<file path="config.mk">
export PLATFORM = sky130hd
export DESIGN_NAME = keyword_substitution_cipher
export DESIGN_NICKNAME = d
export VERILOG_FILES = /design/src/kwsub_pkg.sv /design/src/kwsub_ctrl.sv /design/src/kwsub_dp.sv /design/src/keyword_substitution_cipher.sv
export SDC_FILE = /design/constraint.sdc
export NUM_CORES = 1
export LEC_CHECK = 0
export BUFFER_PORTS_ARGS = -buffer_cell sky130_fd_sc_hd__buf_4
export CAP_MARGIN = 10
export CORE_ASPECT_RATIO = 1.4
export CORE_UTILIZATION = 43
export DETAILED_ROUTE_END_ITERATION = 16
export GPL_TIMING_DRIVEN = 1
export PLACE_DENSITY_LB_ADDON = 0.2
export SYNTH_ARGS = -nofsm -noshare
export SYNTH_HDL_FRONTEND = slang
export SYNTH_SLANG_ARGS = --single-unit
</file>
<file path="constraint.sdc">
create_clock -name clk -period 4.3 [get_ports clk]
set_input_delay 0.43 -clock clk [delete_from_list [all_inputs] [get_ports clk]]
set_output_delay 0.43 -clock clk [all_outputs]
set_load 0.1 [all_outputs]
</file>
<file path="src/kwsub_pkg.sv">
// Shared types and constants for the keyword substitution cipher.
// Used by the controller, the datapath and the top level.
package kwsub_pkg;

  localparam int unsigned ALPHA_SIZE = 26;
  localparam int unsigned IDX_W      = 5;

  localparam logic [IDX_W-1:0] LAST_IDX = IDX_W'(ALPHA_SIZE - 1);
  localparam logic [IDX_W:0]   FULL_CNT = (IDX_W + 1)'(ALPHA_SIZE);

  localparam logic [7:0] CHAR_LOWER_A = 8'h61;
  localparam logic [7:0] CHAR_LOWER_Z = 8'h7a;
  localparam logic [7:0] CHAR_UPPER_A = 8'h41;
  localparam logic [7:0] CHAR_UPPER_Z = 8'h5a;

  typedef enum logic [1:0] {
    CMD_START  = 2'd0,
    CMD_LETTER = 2'd1,
    CMD_CLOSE  = 2'd2,
    CMD_TEXT   = 2'd3
  } cmd_t;

  typedef enum logic {
    ST_IDLE = 1'b0,
    ST_WALK = 1'b1
  } state_t;

  // Commands from the controller to the datapath
  typedef struct packed {
    logic clear;
    logic letter;
    logic walk_init;
    logic walk_step;
    logic walk_finish;
    logic text;
  } dp_cmd_t;

  // Status from the datapath to the controller
  typedef struct packed {
    logic table_ready;
    logic walk_last;
  } dp_status_t;

endpackage

</file>
<file path="src/kwsub_ctrl.sv">
// Controller state machine for the keyword substitution cipher.
// Depends on kwsub_pkg; drives the datapath through dp_cmd_t.
module kwsub_ctrl
  import kwsub_pkg::*;
(
  input  logic       clk,
  input  logic       rst,
  input  logic       start,
  input  logic [1:0] cmd,
  input  dp_status_t status,
  output dp_cmd_t    dp_cmd,
  output logic       busy
);

  state_t state;
  state_t state_next;
  cmd_t   cmd_in;

  assign cmd_in = cmd_t'(cmd);

  // Advance state
  always_ff @(posedge clk) begin
    if (rst) begin
      state <= ST_IDLE;
    end else begin
      state <= state_next;
    end
  end

  // Next state
  always_comb begin
    state_next = state;
    unique case (state)
      ST_IDLE: begin
        if (start && cmd_in == CMD_CLOSE && !status.table_ready) begin
          state_next = ST_WALK;
        end
      end
      ST_WALK: begin
        if (status.walk_last) begin
          state_next = ST_IDLE;
        end
      end
      default: state_next = ST_IDLE;
    endcase
  end

  // Outputs: decode accepted beats, sequence the alphabet walk
  always_comb begin
    dp_cmd = '0;
    busy   = 1'b0;
    unique case (state)
      ST_IDLE: begin
        if (start) begin
          unique case (cmd_in)
            CMD_START:  dp_cmd.clear     = 1'b1;
            CMD_LETTER: dp_cmd.letter    = 1'b1;
            CMD_CLOSE:  dp_cmd.walk_init = !status.table_ready;
            CMD_TEXT:   dp_cmd.text      = 1'b1;
            default:    dp_cmd           = '0;
          endcase
        end
      end
      ST_WALK: begin
        busy               = 1'b1;
        dp_cmd.walk_step   = 1'b1;
        dp_cmd.walk_finish = status.walk_last;
      end
      default: busy = 1'b0;
    endcase
  end

endmodule

</file>
<file path="src/kwsub_dp.sv">
// Datapath for the keyword substitution cipher: tables, build state, lookup.
// Depends on kwsub_pkg; commanded by kwsub_ctrl.
module kwsub_dp
  import kwsub_pkg::*;
(
  input  logic       clk,
  input  logic       rst,
  input  dp_cmd_t    dp_cmd,
  input  logic [7:0] symbol,
  input  logic       decrypt_mode_we,
  input  logic       decrypt_mode,
  output dp_status_t status,
  output logic       out_valid,
  output logic [7:0] out_char
);

  logic [IDX_W-1:0] forward_table [ALPHA_SIZE];
  logic [IDX_W-1:0] inverse_table [ALPHA_SIZE];
  logic [ALPHA_SIZE-1:0] letter_used;
  logic [IDX_W:0]   fill_count;
  logic [IDX_W-1:0] last_letter;
  logic             have_last;
  logic             table_ready;
  logic             mode_decrypt;
  logic [IDX_W-1:0] walk_pos;
  logic [IDX_W-1:0] walk_cnt;

  logic             is_lower;
  logic             is_upper;
  logic [7:0]       lower_off;
  logic [7:0]       upper_off;
  logic             letter_ok;
  logic [IDX_W-1:0] place_idx;
  logic             place_en;
  logic [IDX_W-1:0] look_idx;
  logic [IDX_W-1:0] look_val;
  logic [7:0]       char_base;
  logic [7:0]       text_res;

  // Classify the incoming byte
  assign is_lower  = (symbol >= CHAR_LOWER_A) && (symbol <= CHAR_LOWER_Z);
  assign is_upper  = (symbol >= CHAR_UPPER_A) && (symbol <= CHAR_UPPER_Z);
  assign lower_off = symbol - CHAR_LOWER_A;
  assign upper_off = symbol - CHAR_UPPER_A;
  assign letter_ok = dp_cmd.letter && !table_ready && is_lower;

  // Pick the letter to place and check it is new
  assign place_idx = dp_cmd.walk_step ? walk_pos : lower_off[IDX_W-1:0];
  assign place_en  = (letter_ok || dp_cmd.walk_step) && (fill_count < FULL_CNT)
                     && !letter_used[place_idx];

  // Table lookup for a text beat
  assign look_idx  = is_upper ? upper_off[IDX_W-1:0] : lower_off[IDX_W-1:0];
  assign look_val  = mode_decrypt ? inverse_table[look_idx] : forward_table[look_idx];
  assign char_base = is_upper ? CHAR_UPPER_A : CHAR_LOWER_A;
  assign text_res  = (table_ready && (is_upper || is_lower))
                     ? char_base + {{(8-IDX_W){1'b0}}, look_val} : symbol;

  assign status.table_ready = table_ready;
  assign status.walk_last   = (walk_cnt == LAST_IDX);

  // Hold the mode register
  always_ff @(posedge clk) begin
    if (rst) begin
      mode_decrypt <= 1'b0;
    end else if (decrypt_mode_we) begin
      mode_decrypt <= decrypt_mode;
    end
  end

  // Build state: used letters, fill count, last keyword letter, ready flag
  always_ff @(posedge clk) begin
    if (rst || dp_cmd.clear) begin
      letter_used <= '0;
      fill_count  <= '0;
      last_letter <= '0;
      have_last   <= 1'b0;
      table_ready <= 1'b0;
    end else begin
      if (place_en) begin
        letter_used[place_idx] <= 1'b1;
        fill_count             <= fill_count + 1'b1;
      end
      if (letter_ok) begin
        last_letter <= lower_off[IDX_W-1:0];
        have_last   <= 1'b1;
      end
      if (dp_cmd.walk_finish) begin
        table_ready <= 1'b1;
      end
    end
  end

  // Walk position and step count for the close sweep
  always_ff @(posedge clk) begin
    if (rst) begin
      walk_pos <= '0;
      walk_cnt <= '0;
    end else if (dp_cmd.walk_init) begin
      walk_cnt <= '0;
      if (!have_last || last_letter == LAST_IDX) begin
        walk_pos <= '0;
      end else begin
        walk_pos <= last_letter + 1'b1;
      end
    end else if (dp_cmd.walk_step) begin
      walk_cnt <= walk_cnt + 1'b1;
      walk_pos <= (walk_pos == LAST_IDX) ? '0 : walk_pos + 1'b1;
    end
  end

  // Write the forward and inverse tables
  always_ff @(posedge clk) begin
    if (rst) begin
      for (int i = 0; i < ALPHA_SIZE; i++) begin
        forward_table[i] <= IDX_W'(i);
        inverse_table[i] <= IDX_W'(i);
      end
    end else if (place_en) begin
      forward_table[fill_count[IDX_W-1:0]] <= place_idx;
      inverse_table[place_idx]             <= fill_count[IDX_W-1:0];
    end
  end

  // Register the result beat
  always_ff @(posedge clk) begin
    if (rst) begin
      out_valid <= 1'b0;
    end else begin
      out_valid <= dp_cmd.text;
    end
  end

  always_ff @(posedge clk) begin
    if (dp_cmd.text) begin
      out_char <= text_res;
    end
  end

endmodule

</file>
<file path="src/keyword_substitution_cipher.sv">
// Keyword substitution cipher: a command is taken when start is high and busy
// is low. A text byte gives one result beat on out_char, marked by out_valid
// for one cycle, in the cycle after it is taken; the receiver cannot stall it.
// Start, keyword letter and text commands never raise busy. A close that
// completes the table runs a walk over the alphabet in the datapath,
// one letter per cycle, with busy high; the next command follows it. Write
// decrypt_mode only while no command is in flight.
// Top level; depends on kwsub_pkg, kwsub_ctrl and kwsub_dp.
module keyword_substitution_cipher
  import kwsub_pkg::*;
(
  input  logic       clk,
  input  logic       rst,
  input  logic       start,
  output logic       busy,
  input  logic [1:0] cmd,
  input  logic [7:0] symbol,
  input  logic       decrypt_mode_we,
  input  logic       decrypt_mode,
  output logic       out_valid,
  output logic [7:0] out_char
);

  dp_cmd_t    dp_cmd;
  dp_status_t status;

  kwsub_ctrl u_ctrl (
    .clk    (clk),
    .rst    (rst),
    .start  (start),
    .cmd    (cmd),
    .status (status),
    .dp_cmd (dp_cmd),
    .busy   (busy)
  );

  kwsub_dp u_dp (
    .clk             (clk),
    .rst             (rst),
    .dp_cmd          (dp_cmd),
    .symbol          (symbol),
    .decrypt_mode_we (decrypt_mode_we),
    .decrypt_mode    (decrypt_mode),
    .status          (status),
    .out_valid       (out_valid),
    .out_char        (out_char)
  );

endmodule

</file>
== Yosys cells after proc, flatten, opt, wreduce, memory -nomap -nowiden ==
Memory sizes are Yosys's and may differ from the RTL's.
Cells that the tools add are included.
Word-level totals
  flip-flop bits (word level): 60
  logic and storage cells: 93
  memories: 2
  memory bits (writable): 260
  input port bits: 15
  output and inout bits: 10
Memories
  u_dp.forward_table: words 26, width 5, read ports 1, clocked after memory_dff 0, write ports 26, RTL line kwsub_dp.sv:17  | logic [IDX_W-1:0] forward_table [ALPHA_SIZE];
  u_dp.inverse_table: words 26, width 5, read ports 1, clocked after memory_dff 0, write ports 26, RTL line kwsub_dp.sv:18  | logic [IDX_W-1:0] inverse_table [ALPHA_SIZE];
Operators by class
  reductions and logical operators: 22
  eq/ne operators: 6
  mux-type cells: 36
  add/sub/neg operators: 7
  bitwise logic cells: 2
  $lt $le $gt $ge: 7
Operators with widths (number)
  two-way mux 5 bit: 11
  OR 26 bit: 1
  two-way mux 1 bit: 17
  greater-or-equal comparator 8 x 7 -> 1 bit, second input constant: 2
  <= comparator 8 x 7 -> 1 bit, second input constant: 2
  adder 5 x 1 -> 5 bit, second input constant: 3
  == test 5 bit, second input constant: 3
  two-way mux 6 bit: 2
  logical AND 1 bit: 10
  OR reduction 5 bit: 2
  subtractor 5 x 1 -> 5 bit, second input constant: 2
  adder 8 x 5 -> 8 bit: 1
  two-way mux 8 bit: 1
  adder 6 x 1 -> 6 bit, second input constant: 1
  less-than comparator 5 x 6 -> 1 bit, second input constant: 1
  less-than comparator 6 x 5 -> 1 bit, second input constant: 1
  binary-select mux 1 bit (select 5 bit): 1
  demux 1 bit (select 5 bit): 1
  greater-or-equal comparator 5 x 1 -> 1 bit, second input constant: 1
  == test 2 bit, second input constant: 2
  logical OR 1 bit: 4
  case mux 2 bit (2 select lines): 1
  zero test 1 bit: 3
  two-way mux 3 bit: 1
  other kinds (6): 6

== Logic depth before layout (Yosys ltp) ==
Gate-level depths: netlist of run 1.
  depth after elaboration: 14
  depth in mapped cells: 20
  mapped depth without buffers: 13

== By module ==
From an unflattened synthesis of run 1, not the netlist that was laid out.
Second synthesis, totals
  cell total of the unflattened synthesis: 1354
  area total of the unflattened synthesis: 17993.5 µm²
Modules (own cells, without submodules)
  kwsub_dp: cells each 1343, times used 1, seq. area each 10870.4 µm², area each 17890.9 µm²
  kwsub_ctrl: cells each 11, times used 1, seq. area each 20.0 µm², area each 102.6 µm²

== Worst setup path after synthesis of run 1 ==
OpenSTA, ideal clock, no wires.
  path type: input to register
  start: input port symbol[0]
  end: memory u_dp.inverse_table[28][0], enable pin
  library setup time: 0.381 ns
  buffers on the path: 8
  cell stages on the path: 19
  data required time: 3.919 ns
  path slack: -0.127 ns
  arrival time: 4.046 ns
  cell sequence: buf_6 > buf_4 > buf_6 > buf_4 > inv_1 > ha_1 > nor2b_2 > or2_1 > buf_2 > inv_2 > buf_4 > mux4_2 > nand4_1 > o2111a_2 > and4_4 > buf_6 > buf_6 > nand2b_1 > nor4_1
RTL lines
  start, declared: RTL line keyword_substitution_cipher.sv:17  | input logic [7:0] symbol,
  end, declared: RTL line kwsub_dp.sv:18

==> results.yml, run 1 <==
detailed_routing:
  drc: 0
  ant_nets: 0
  drt_iter0_drc: 959
  viasPerCell: 6.13
  first_pass_iters: 5
  routed_wl_um: 51900
  dr_total_vias: 12000
  wl_per_cell_um: 26.6
sta:
  slew-limit-headroom_pct: 42.2
  max_freq_mhz: 275
  hold_viol_final: 0
  maxSlewViolCount: 0
  min_period_over_period_pct: 84.6
  finalCriticalPeriod_ns: 3.64
  rsz0062_at_grt: "no"
  fin_skew_ns: 0.0184
  hold_ws_ns: 0.127
  tightest_slew_ns: 0.866
  finalSetupViolCount: 0
grt:
  grt_pass1_wl_um: 78700
  grt_pass1_vias: 12200
  grt_usage_pct: 24.8
  overflow: 0
  antenna_found_initial: 0
  grt_max_degree: 86
layout:
  final_common_cell: "edfxtp_1"
  post_route_cells_drive_above_1_share_pct: 23.1
  antenna_cells: 0
  nNetsFinal: 1412
  fillCellCount: 3744
  syn_to_final_growth_pct: 12.2
  layout_common_cells: "328 x edfxtp_1, 112 x buf_4, 105 x nor3_1, 92 x mux4_2, 89 x nor2_1"
yosys:
  synthArstFlopShare_pct: 0
  syn_area_per_cell_sq_um: 13.6
  synthesis.area_sq_um: 18200
  yosys_warnings: 0
  ys_types: 90
  synth_edf_count: 328
  synth-seq-area-share_pct: 59.9
  synthCells: 1337
  ys_ff_latch: 380
  synth_flop_cell: "edfxtp_1"
die:
  ios: 25
  die_area_sq_um: 43100
  start_util_pct: 43.9
  fp-row-count: 88
  coreArea_sq_um: 41400
  die_h_um: 245
  die_w_um: 176
pwr:
  swShare_pct: 25.2
  total_power_uw: 8220
  leakage_uw: 0.00641
  switching_power_uw: 2070
  power_frac_seq_pct: 49.9
  power_frac_clock_pct: 39.0
  p_per_area_nw_per_um2: 403
  internal_power_uw: 6150
  combinationalPowerShare_pct: 11.2
  ir_drop_uv: 292
placement:
  gp_congestion: 0.870
  dp_hpwl_um: 35700
  io_buffer_count: 24
critical_path:
  critPathSlowestCell: "dfxtp_1"
  path_cells: "nor2b_2 -> a21o_4 -> inv_2 -> mux4_2 -> nand4_1 -> o2111a_2 -> and4_4 -> nand4_4 -> o21bai_1"
  worstSetupPathType: "flop to flop"
  critPathMaxFanout: 21
  critPathLaunchType: "flop"
  path_buf_inv: 1
  critPathArrivalTime_ns: 3.82
  cpLargestDelayFamily: "simple AND/OR/NAND/NOR gates"
  reg2reg_to: "u_dp.inverse_table[16][0]"
  worstPathRequired_ns: 4.48
  rr_worst_depth: 9
  cpPeakStageDelay_ns: 0.56
  r2r-start: "u_ctrl.state"
  crit_path_end_kind: "flop"
  r2r_slack_ns: 0.66
clock_network:
  cts_resized: 0
  cts_root_buffer: "clkbuf_16"
  clock_sinks: 380
  cts_tree: "built"
  cts_setup_buffers: 0
  clock_path_buffers: 3
  ctsHoldBuffers: 0
  worstSkewPairLatency_ns: 0.55
  cts-buffers-inserted: 39
  cts_max_level: 2
  cts.clk_slew.worst_paths_ns: 0.06
status:
  status: "completed"
worst_hold_path:
  min_path_type: "input port to flop"
  hold_depth: 3
  hold_start: "decrypt_mode"
  min_to: "u_dp.mode_decrypt"
job:
  cap_violations: 0
==> layout make-up <==
class | count | area [sq um] | area share [%]
Sequential cell | 380 | 10900 | 53.4
Clock inverter | 14 | 80.1 | 0.393
Tap cell | 540 | 676 | 3.32
Timing Repair Buffer | 113 | 861 | 4.22
Multi-Input combinational cell | 826 | 6690 | 32.8
Clock buffer | 55 | 1100 | 5.38
Inverter | 23 | 91.3 | 0.448
==> stage by stage <==
stage | TNS [ns] | instances | worst slack [ns] | cell area, sq um | utilization (%)
global route | 0 | 1951 | 0.506 | 20400 | 49.2
CTS | 0 | 1951 | 0.675 | 20400 | 49.2
floorplan | -2.54 | 1356 | -0.127 | 18300 | -
detailed placement | 0 | 1882 | 0.250 | 19200 | 46.4
finish | 0 | 1951 | 0.662 | 20400 | 49.2
global placement | 0 | 1882 | 0.346 | 19200 | 46.4
==> cells in the mapped netlist, drive strengths merged, types with 10 or more instances <==
cell type  number  area [sq um]
mux4           95          2150
nand3          88           445
or3            16           100
nor2           92           353
nand3b         15           133
nand2b         10          62.6
buf            54           350
edfxtp        328          9850
and3           10          62.6
dfxtp          52          1040
nand2          80           327
a21o           32           248
inv            19          76.3
ha             14           175
nand4          24           180
o21ai          20           126
o21bai         18           135
xor2           10           114
a31oi          24           150
or4            12          93.8
clkbuf         73           274
nor4           23           169
a21oi          12          60.1
nor3          116           642
==> power groups by stage <==
stage	Combinational, uW	Sequential [uW]	Clock, uW
floorplan	570	4180	0
global placement	906	4180	0
detailed placement	913	4180	0
CTS	916	4100	3250
global route	966	4110	3370
finish	917	4100	3200
==> flip-flops by register name, indices dropped and copies added (netlist names), 5 cells and up <==
name	count
u_dp.letter_used	26
u_dp.out_char	8
u_dp.inverse_table	160
u_dp.walk_cnt	5
u_dp.last_letter	5
u_dp.fill_count	6
u_dp.forward_table	160
u_dp.walk_pos	5
==> per-layer routing <==
metal / routed length (um) / global-route usage [%] / vias up / part of all wire (%)
met5: 0 / 0 / - / 0
met4: 2220 / 10.8 / 0 / 4.3
met3: 2750 / 2.82 / 120 / 5.3
met2: 27800 / 45.2 / 407 / 54
met1: 19100 / 29.3 / 6159 / 37
li1: - / - / 5279 / -
==> logic make-up after synthesis <==
group                    Yosys count  synth area share (%)
flip-flops                       380                  59.9
multiplexers                     104                  12.4
AO/OA/AOI/OAI                    159                  6.45
adder cells (fa/ha/maj)           14                 0.964
other                              1                0.0206
XOR/XNOR                          15                 0.868
AND/OR/NAND/NOR                  514                  15.4
buffers and inverters            150                  3.94
==> how the worst max path moves through the flow <==
stage | endpoint | start | cells past startpoint
global route | u_dp.inverse_table[16][4] | u_dp.walk_pos[0] | 9
finish | u_dp.inverse_table[16][0] | u_ctrl.state | 9
CTS | u_dp.inverse_table[16][4] | u_ctrl.state | 9
global placement | u_dp.inverse_table[19][2] | symbol[1] | 11
floorplan | u_dp.inverse_table[28][0] | symbol[0] | 19
detailed placement | u_dp.inverse_table[19][2] | symbol[1] | 11
==> worst min-delay path, stage by stage <==
cell,delay [ns]
buf_4,0.08
mux2i_1,0.06
nor2_1,0.08
No activity file was read; power rests on OpenSTA's default activity.
==> run 2, diff against run 1 <==
==> constraint.sdc (replaced) <==
create_clock -name clk -period 3.3 [get_ports clk]
set_input_delay 0.33 -clock clk [delete_from_list [all_inputs] [get_ports clk]]
set_output_delay 0.33 -clock clk [all_outputs]
set_load 0.1 [all_outputs]
==> results.yml, run 2 (synthesized netlist as in run 1, its figures left out) <==
layout:
  fin_util_pct: 52.6
  post_route_cells_drive_above_1_share_pct: 31.7
  fillCellCount: 3584
  largest_registers: "u_dp.forward_table (160), u_dp.inverse_table (160), u_dp.letter_used (26)"
  layout_common_cells: "328 x edfxtp_1, 195 x buf_4, 92 x mux4_2, 87 x nor2_1, 85 x nor3_1"
  antenna_cells: 0
  nNetsFinal: 1509
  final_common_cell: "edfxtp_1"
  syn_to_final_growth_pct: 20.0
critical_path:
  path_cells: "and2b_4 -> or2_1 -> inv_4 -> buf_4 -> a211oi_1 -> a311oi_1 -> o211ai_2 -> buf_4 -> nand4_4 -> nor3b_2 -> buf_4 -> a21o_1"
  rr_worst_depth: 12
  crit_path_end_kind: "flop"
  worstSetupPathType: "flop to flop"
  path_buf_inv: 4
  cpPeakStageDelay_ns: 0.43
  critPathMaxFanout: 8
  critPathSlowestCell: "dfxtp_4"
  critPathLaunchType: "flop"
  r2r_slack_ns: 0.21
  cpLargestDelayFamily: "simple AND/OR/NAND/NOR gates"
  reg2reg_to: "u_dp.forward_table[6][3]"
  cp_common_cell: "buf_4"
  r2r-start: "u_ctrl.state"
  critPathArrivalTime_ns: 3.30
  worstPathRequired_ns: 3.51
die:
  start_util_pct: 43.9
  die_h_um: 245
  die_w_um: 176
  coreArea_sq_um: 41400
  fp-row-count: 88
  die_area_sq_um: 43100
  ios: 25
pwr:
  leakage_uw: 0.00709
  total_power_uw: 11000
  ir_drop_uv: 353
  p_per_area_nw_per_um2: 506
clock_network:
  cts_setup_buffers: 0
  cts_tree: "built"
  cts_max_level: 2
  cts.clk_slew.worst_paths_ns: 0.07
  clock_sinks: 380
  cts_root_buffer: "clkbuf_16"
  worstSkewPairLatency_ns: 0.54
  clock_path_buffers: 3
  cts-buffers-inserted: 39
placement:
  io_buffer_count: 24
  dp_hpwl_um: 38500
  gp_congestion: 0.882
  pre_cts_ws_ns: -0.0846
sta:
  setup_tns_ns: 0
  slew-limit-headroom_pct: 48.6
  fin_skew_ns: 0.0134
  rsz0062_at_grt: "no"
  finalCriticalPeriod_ns: 3.09
  hold_viol_final: 0
  worst_slack_ns: 0.210
  min_period_over_period_pct: 93.6
  tightest_slew_ns: 0.767
  max_freq_mhz: 324
  maxSlewViolCount: 0
  finalSetupViolCount: 0
grt:
  grt_pass1_wl_um: 79800
  antenna_found_initial: 0
  overflow: 0
  grt_usage_pct: 25.4
  grt_max_degree: 45
  grt_pass1_vias: 12800
detailed_routing:
  drc: 0
  wl_per_cell_um: 26.0
  first_pass_iters: 5
  routed_wl_um: 53300
  dr_total_vias: 12200
  ant_nets: 0
  drt_iter0_drc: 944
  viasPerCell: 5.97
status:
  status: "completed"
worst_hold_path:
  hold_start: "decrypt_mode"
  min_path_type: "input port to flop"
  min_to: "u_dp.mode_decrypt"
  hold_depth: 3
job:
  cap_violations: 0
[run 2: changes by cell type in the layout (fill, tap and decap cells not counted), sizes merged]
cell,previous run,this run
buf,113,210
bufinv,0,1
clkbuf,55,56
clkinv,13,16
clkinvlp,4,2
inv,20,19
[run 2: repair_timing]
| item | in CTS | in global routing |
|---|---|---|
| hold endpoints to repair | 0 | 0 |
| hold buffers | 0 | 0 |
| endpoints found under the setup margin | 0 | 6 |
| gates resized for setup | 0 | 1 |
[run 2: report_power, final]
part           switching [uW]  internal (uW)
registers                34.9           5300
clock network            1840           2450
logic                     871            523
[run 2: stage by stage]
step,area (sq um),std cells,hold slack (ns)
3_5_place_dp,20600,1979,0.442
4_1_cts,21800,2050,0.0454
5_1_grt,21800,2050,0.0485
3_3_place_gp,20600,1979,0.436
6_report,21800,2050,0.0545
2_1_floorplan,18900,1356,0.420
[run 2: how the worst max path moves through the flow]
| stage | from | to | slack (ns) | depth (start not counted) |
|---|---|---|---|---|
| 6_report | u_ctrl.state | u_dp.forward_table[6][3] | 0.21 | 12 |
| 5_1_grt | u_ctrl.state | u_dp.forward_table[6][3] | 0.07 | 12 |
| 4_1_cts | u_ctrl.state | u_dp.forward_table[6][3] | 0.13 | 12 |
| 3_5_place_dp | symbol[1] | u_dp.out_char[2] | -0.08 | 15 |
| 3_3_place_gp | symbol[1] | u_dp.out_char[2] | -0.08 | 15 |
| 2_1_floorplan | symbol[0] | u_dp.inverse_table[28][0] | -0.32 | 19 |
[run 2: per-layer routing]
metal | track usage [%] | wire length [um] | vias to the layer above
li1 | - | - | 5464
met2 | 46.7 | 28700 | 384
met1 | 29.5 | 19800 | 6282
met5 | 0 | 0 | -
met3 | 2.82 | 2610 | 102
met4 | 11.3 | 2220 | 0
[run 2: cell type report]
class                   count  area (sq um)  share of cell area, %
clock buffers              56          1120                   5.15
multi-input cells         826          7140                   32.8
repair buffers            210          1760                   8.05
inverters                  23           101                  0.465
well taps                 540           676                   3.10
flip-flops and latches    380         10900                   50.0
clock inverters            15           104                  0.477
[run 2: worst register-to-register path, cell delays in order, from the launching register on]
cell	delay, ns
dfxtp_4	0.43
and2b_4	0.22
or2_1	0.23
inv_4	0.09
buf_4	0.16
a211oi_1	0.23
a311oi_1	0.10
o211ai_2	0.22
buf_4	0.15
nand4_4	0.13
nor3b_2	0.31
buf_4	0.22
a21o_1	0.28
==> run 3, diff against run 2 <==
--- a/config.mk
+++ b/config.mk
@@ -5,6 +5,7 @@
 export SDC_FILE = /design/constraint.sdc
 export NUM_CORES = 1
 export LEC_CHECK = 0
+export ABC_AREA = 1
 export BUFFER_PORTS_ARGS = -buffer_cell sky130_fd_sc_hd__buf_4
 export CAP_MARGIN = 10
 export CORE_ASPECT_RATIO = 1.4
==> results.yml, run 3 <==
yosys:
  yosys-top-cells-count: "576 x nand2_1, 359 x nand3_1, 328 x edfxtp_1"
  yosysMostFrequentCell: "nand2_1"
  synth-seq-area-share_pct: 58.9
  ys_types: 37
  synthTopCellsByArea: "edfxtp_1 53%, nand2_1 12%, nand3_1 9.7%"
  synthCells: 2046
  syn_area_per_cell_sq_um: 9.04
  yosysTopAreaCell: "edfxtp_1"
  synthArstFlopShare_pct: 0
  synth_flop_cell: "edfxtp_1"
  ys_ff_latch: 380
  yosys_warnings: 0
  synth_edf_count: 328
  synthesis.area_sq_um: 18500
  synth_top_area_share_pct: 53.3
critical_path:
  path_cells: "inv_2 -> nand2_1 -> nand2_1 -> buf_4 -> nor2_4 -> nand2_1 -> nand2_1 -> nor2_1 -> nor2_1 -> nor2_1 -> nand3_1 -> nor2_4 -> buf_4 -> nand2_1 -> buf_4 -> o21ai_2"
  path_buf_inv: 4
  critPathArrivalTime_ns: 3.14
  cpLargestDelayFamily: "simple AND/OR/NAND/NOR gates"
  cp_common_cell: "nand2_1"
  worstSetupPathType: "flop to flop"
  worstPathRequired_ns: 3.50
  r2r-start: "u_ctrl.state"
  crit_path_end_kind: "flop"
  cpPeakStageDelay_ns: 0.36
  critPathSlowestCell: "dfxtp_1"
  critPathMaxFanout: 12
  crit_start: "u_ctrl.state"
  critPathLaunchType: "flop"
detailed_routing:
  ant_nets: 0
  viasPerCell: 5.60
  routed_wl_um: 53900
  first_pass_iters: 6
  wl_per_cell_um: 19.9
  drc: 0
  drt_iter0_drc: 1228
  dr_total_vias: 15200
die:
  start_util_pct: 43.7
  die_area_sq_um: 43900
  fp-row-count: 89
  ios: 25
  die_h_um: 247
  die_w_um: 177
  coreArea_sq_um: 42300
clock_network:
  cts_root_buffer: "clkbuf_16"
  cts_resized: 0
  cts-buffers-inserted: 38
  cts_max_level: 2
  cts.clk_slew.worst_paths_ns: 0.06
  clock_sinks: 380
  clock_path_buffers: 3
  worstSkewPairLatency_ns: 0.55
  cts_setup_buffers: 0
  ctsHoldBuffers: 0
  cts_tree: "built"
status:
  status: "completed"
layout:
  syn_to_final_growth_pct: 16.6
  nNetsFinal: 2165
  largest_registers: "u_dp.forward_table (160), u_dp.inverse_table (160), u_dp.letter_used (26)"
  final_common_cell: "nand2_1"
  fillCellCount: 3939
  layout_common_cells: "564 x nand2_1, 359 x nand3_1, 328 x edfxtp_1, 200 x nor2_1, 171 x buf_4"
  antenna_cells: 0
  post_route_cells_drive_above_1_share_pct: 14.7
sta:
  finalSetupViolCount: 0
  min_period_over_period_pct: 88.9
  hold_viol_final: 0
  tightest_slew_ns: 0.800
  rsz0062_at_grt: "no"
  maxSlewViolCount: 0
  hold_ws_ns: 0.0808
  slew-limit-headroom_pct: 46.4
  max_freq_mhz: 341
  setup_tns_ns: 0
  finalCriticalPeriod_ns: 2.93
  fin_skew_ns: 0.0243
grt:
  grt_pass1_vias: 15000
  grt_pass1_wl_um: 82800
  grt_usage_pct: 24.8
  overflow: 0
  grt_max_degree: 91
  antenna_found_initial: 0
pwr:
  total_power_uw: 10900
  power_frac_seq_pct: 48.7
  combinationalPowerShare_pct: 12.3
  power_frac_clock_pct: 39.1
  ir_drop_uv: 341
  leakage_uw: 0.00798
  p_per_area_nw_per_um2: 508
  switching_power_uw: 2820
  swShare_pct: 25.7
  internal_power_uw: 8130
placement:
  io_buffer_count: 24
  dp_hpwl_um: 36700
  gp_congestion: 0.899
job:
  cap_violations: 0
worst_hold_path:
  hold_start: "symbol[5]"
  min_path_type: "input port to flop"
==> run 3: final timing paths <==
| path | to | slack, ns | depth (start not counted) |
|---|---|---|---|
| max reg2reg | u_dp.inverse_table[22][4] | 0.37 | 16 |
| max | u_dp.inverse_table[22][4] | 0.37 | 16 |
| min reg2reg | u_dp.fill_count[5] | 0.43 | 2 |
| min | u_dp.out_char[5] | 0.08 | 3 |
==> run 3: logic make-up (layout without fill, tap and decap cells) <==
logic type / count (synthesis) / in the layout / share of synthesized area, %
and+or+nand+nor: 1313 / 1313 / 31.5
DFF: 380 / 380 / 58.9
buffers and inverters: 230 / 330 / 5.18
AOI/OAI and AO/OA: 100 / 100 / 3.05
adders and majority gates: 14 / 14 / 0.947
xor gates and xnor gates: 8 / 8 / 0.379
other: 1 / 20 / 0.0203
==> run 3: area by class of cell <==
class	instances	area, sq um	area share [%]
clock inverters	18	166	0.771
inverters	72	275	1.28
clock buffers	51	1030	4.78
repair buffers	189	1640	7.62
well taps	546	683	3.17
multi-input cells	1455	6880	31.9
flip-flops and latches	380	10900	50.5
==> run 3: metal layers <==
metal  wire length, um  vias up  track usage, %
met3              2610      114            2.85
met2             28200      442            45.1
li1                  -     7232               -
met1             20900     7397            28.9
met4              2270        0            11.2
met5                 0        -               0
==> run 3: through the flow <==
step                area [sq um]  util, %  worst slack, ns  cells
finish                     21600     51.0            0.366   2711
global route               21600     51.0            0.128   2711
CTS                        21600     51.0            0.335   2711
detailed placement         20400     48.2            0.217   2642
global placement           20400     48.2            0.266   2642
floorplan                  18700        -          0.00658   2065
==> run 3: power groups by stage <==
| stage | clock network [uW] | logic (uW) | registers [uW] |
|---|---|---|---|
| floorplan | 0 | 758 | 5450 |
| global placement | 0 | 1310 | 5430 |
| detailed placement | 0 | 1330 | 5430 |
| CTS | 4340 | 1340 | 5330 |
| global route | 4510 | 1450 | 5340 |
| finish | 4280 | 1340 | 5330 |
==> run 3: worst min-delay path, delay by kind of cell <==
kind	cells	cell delay (ns)
AND/OR/NAND/NOR	2	0.10
buffers and inverters	1	0.09
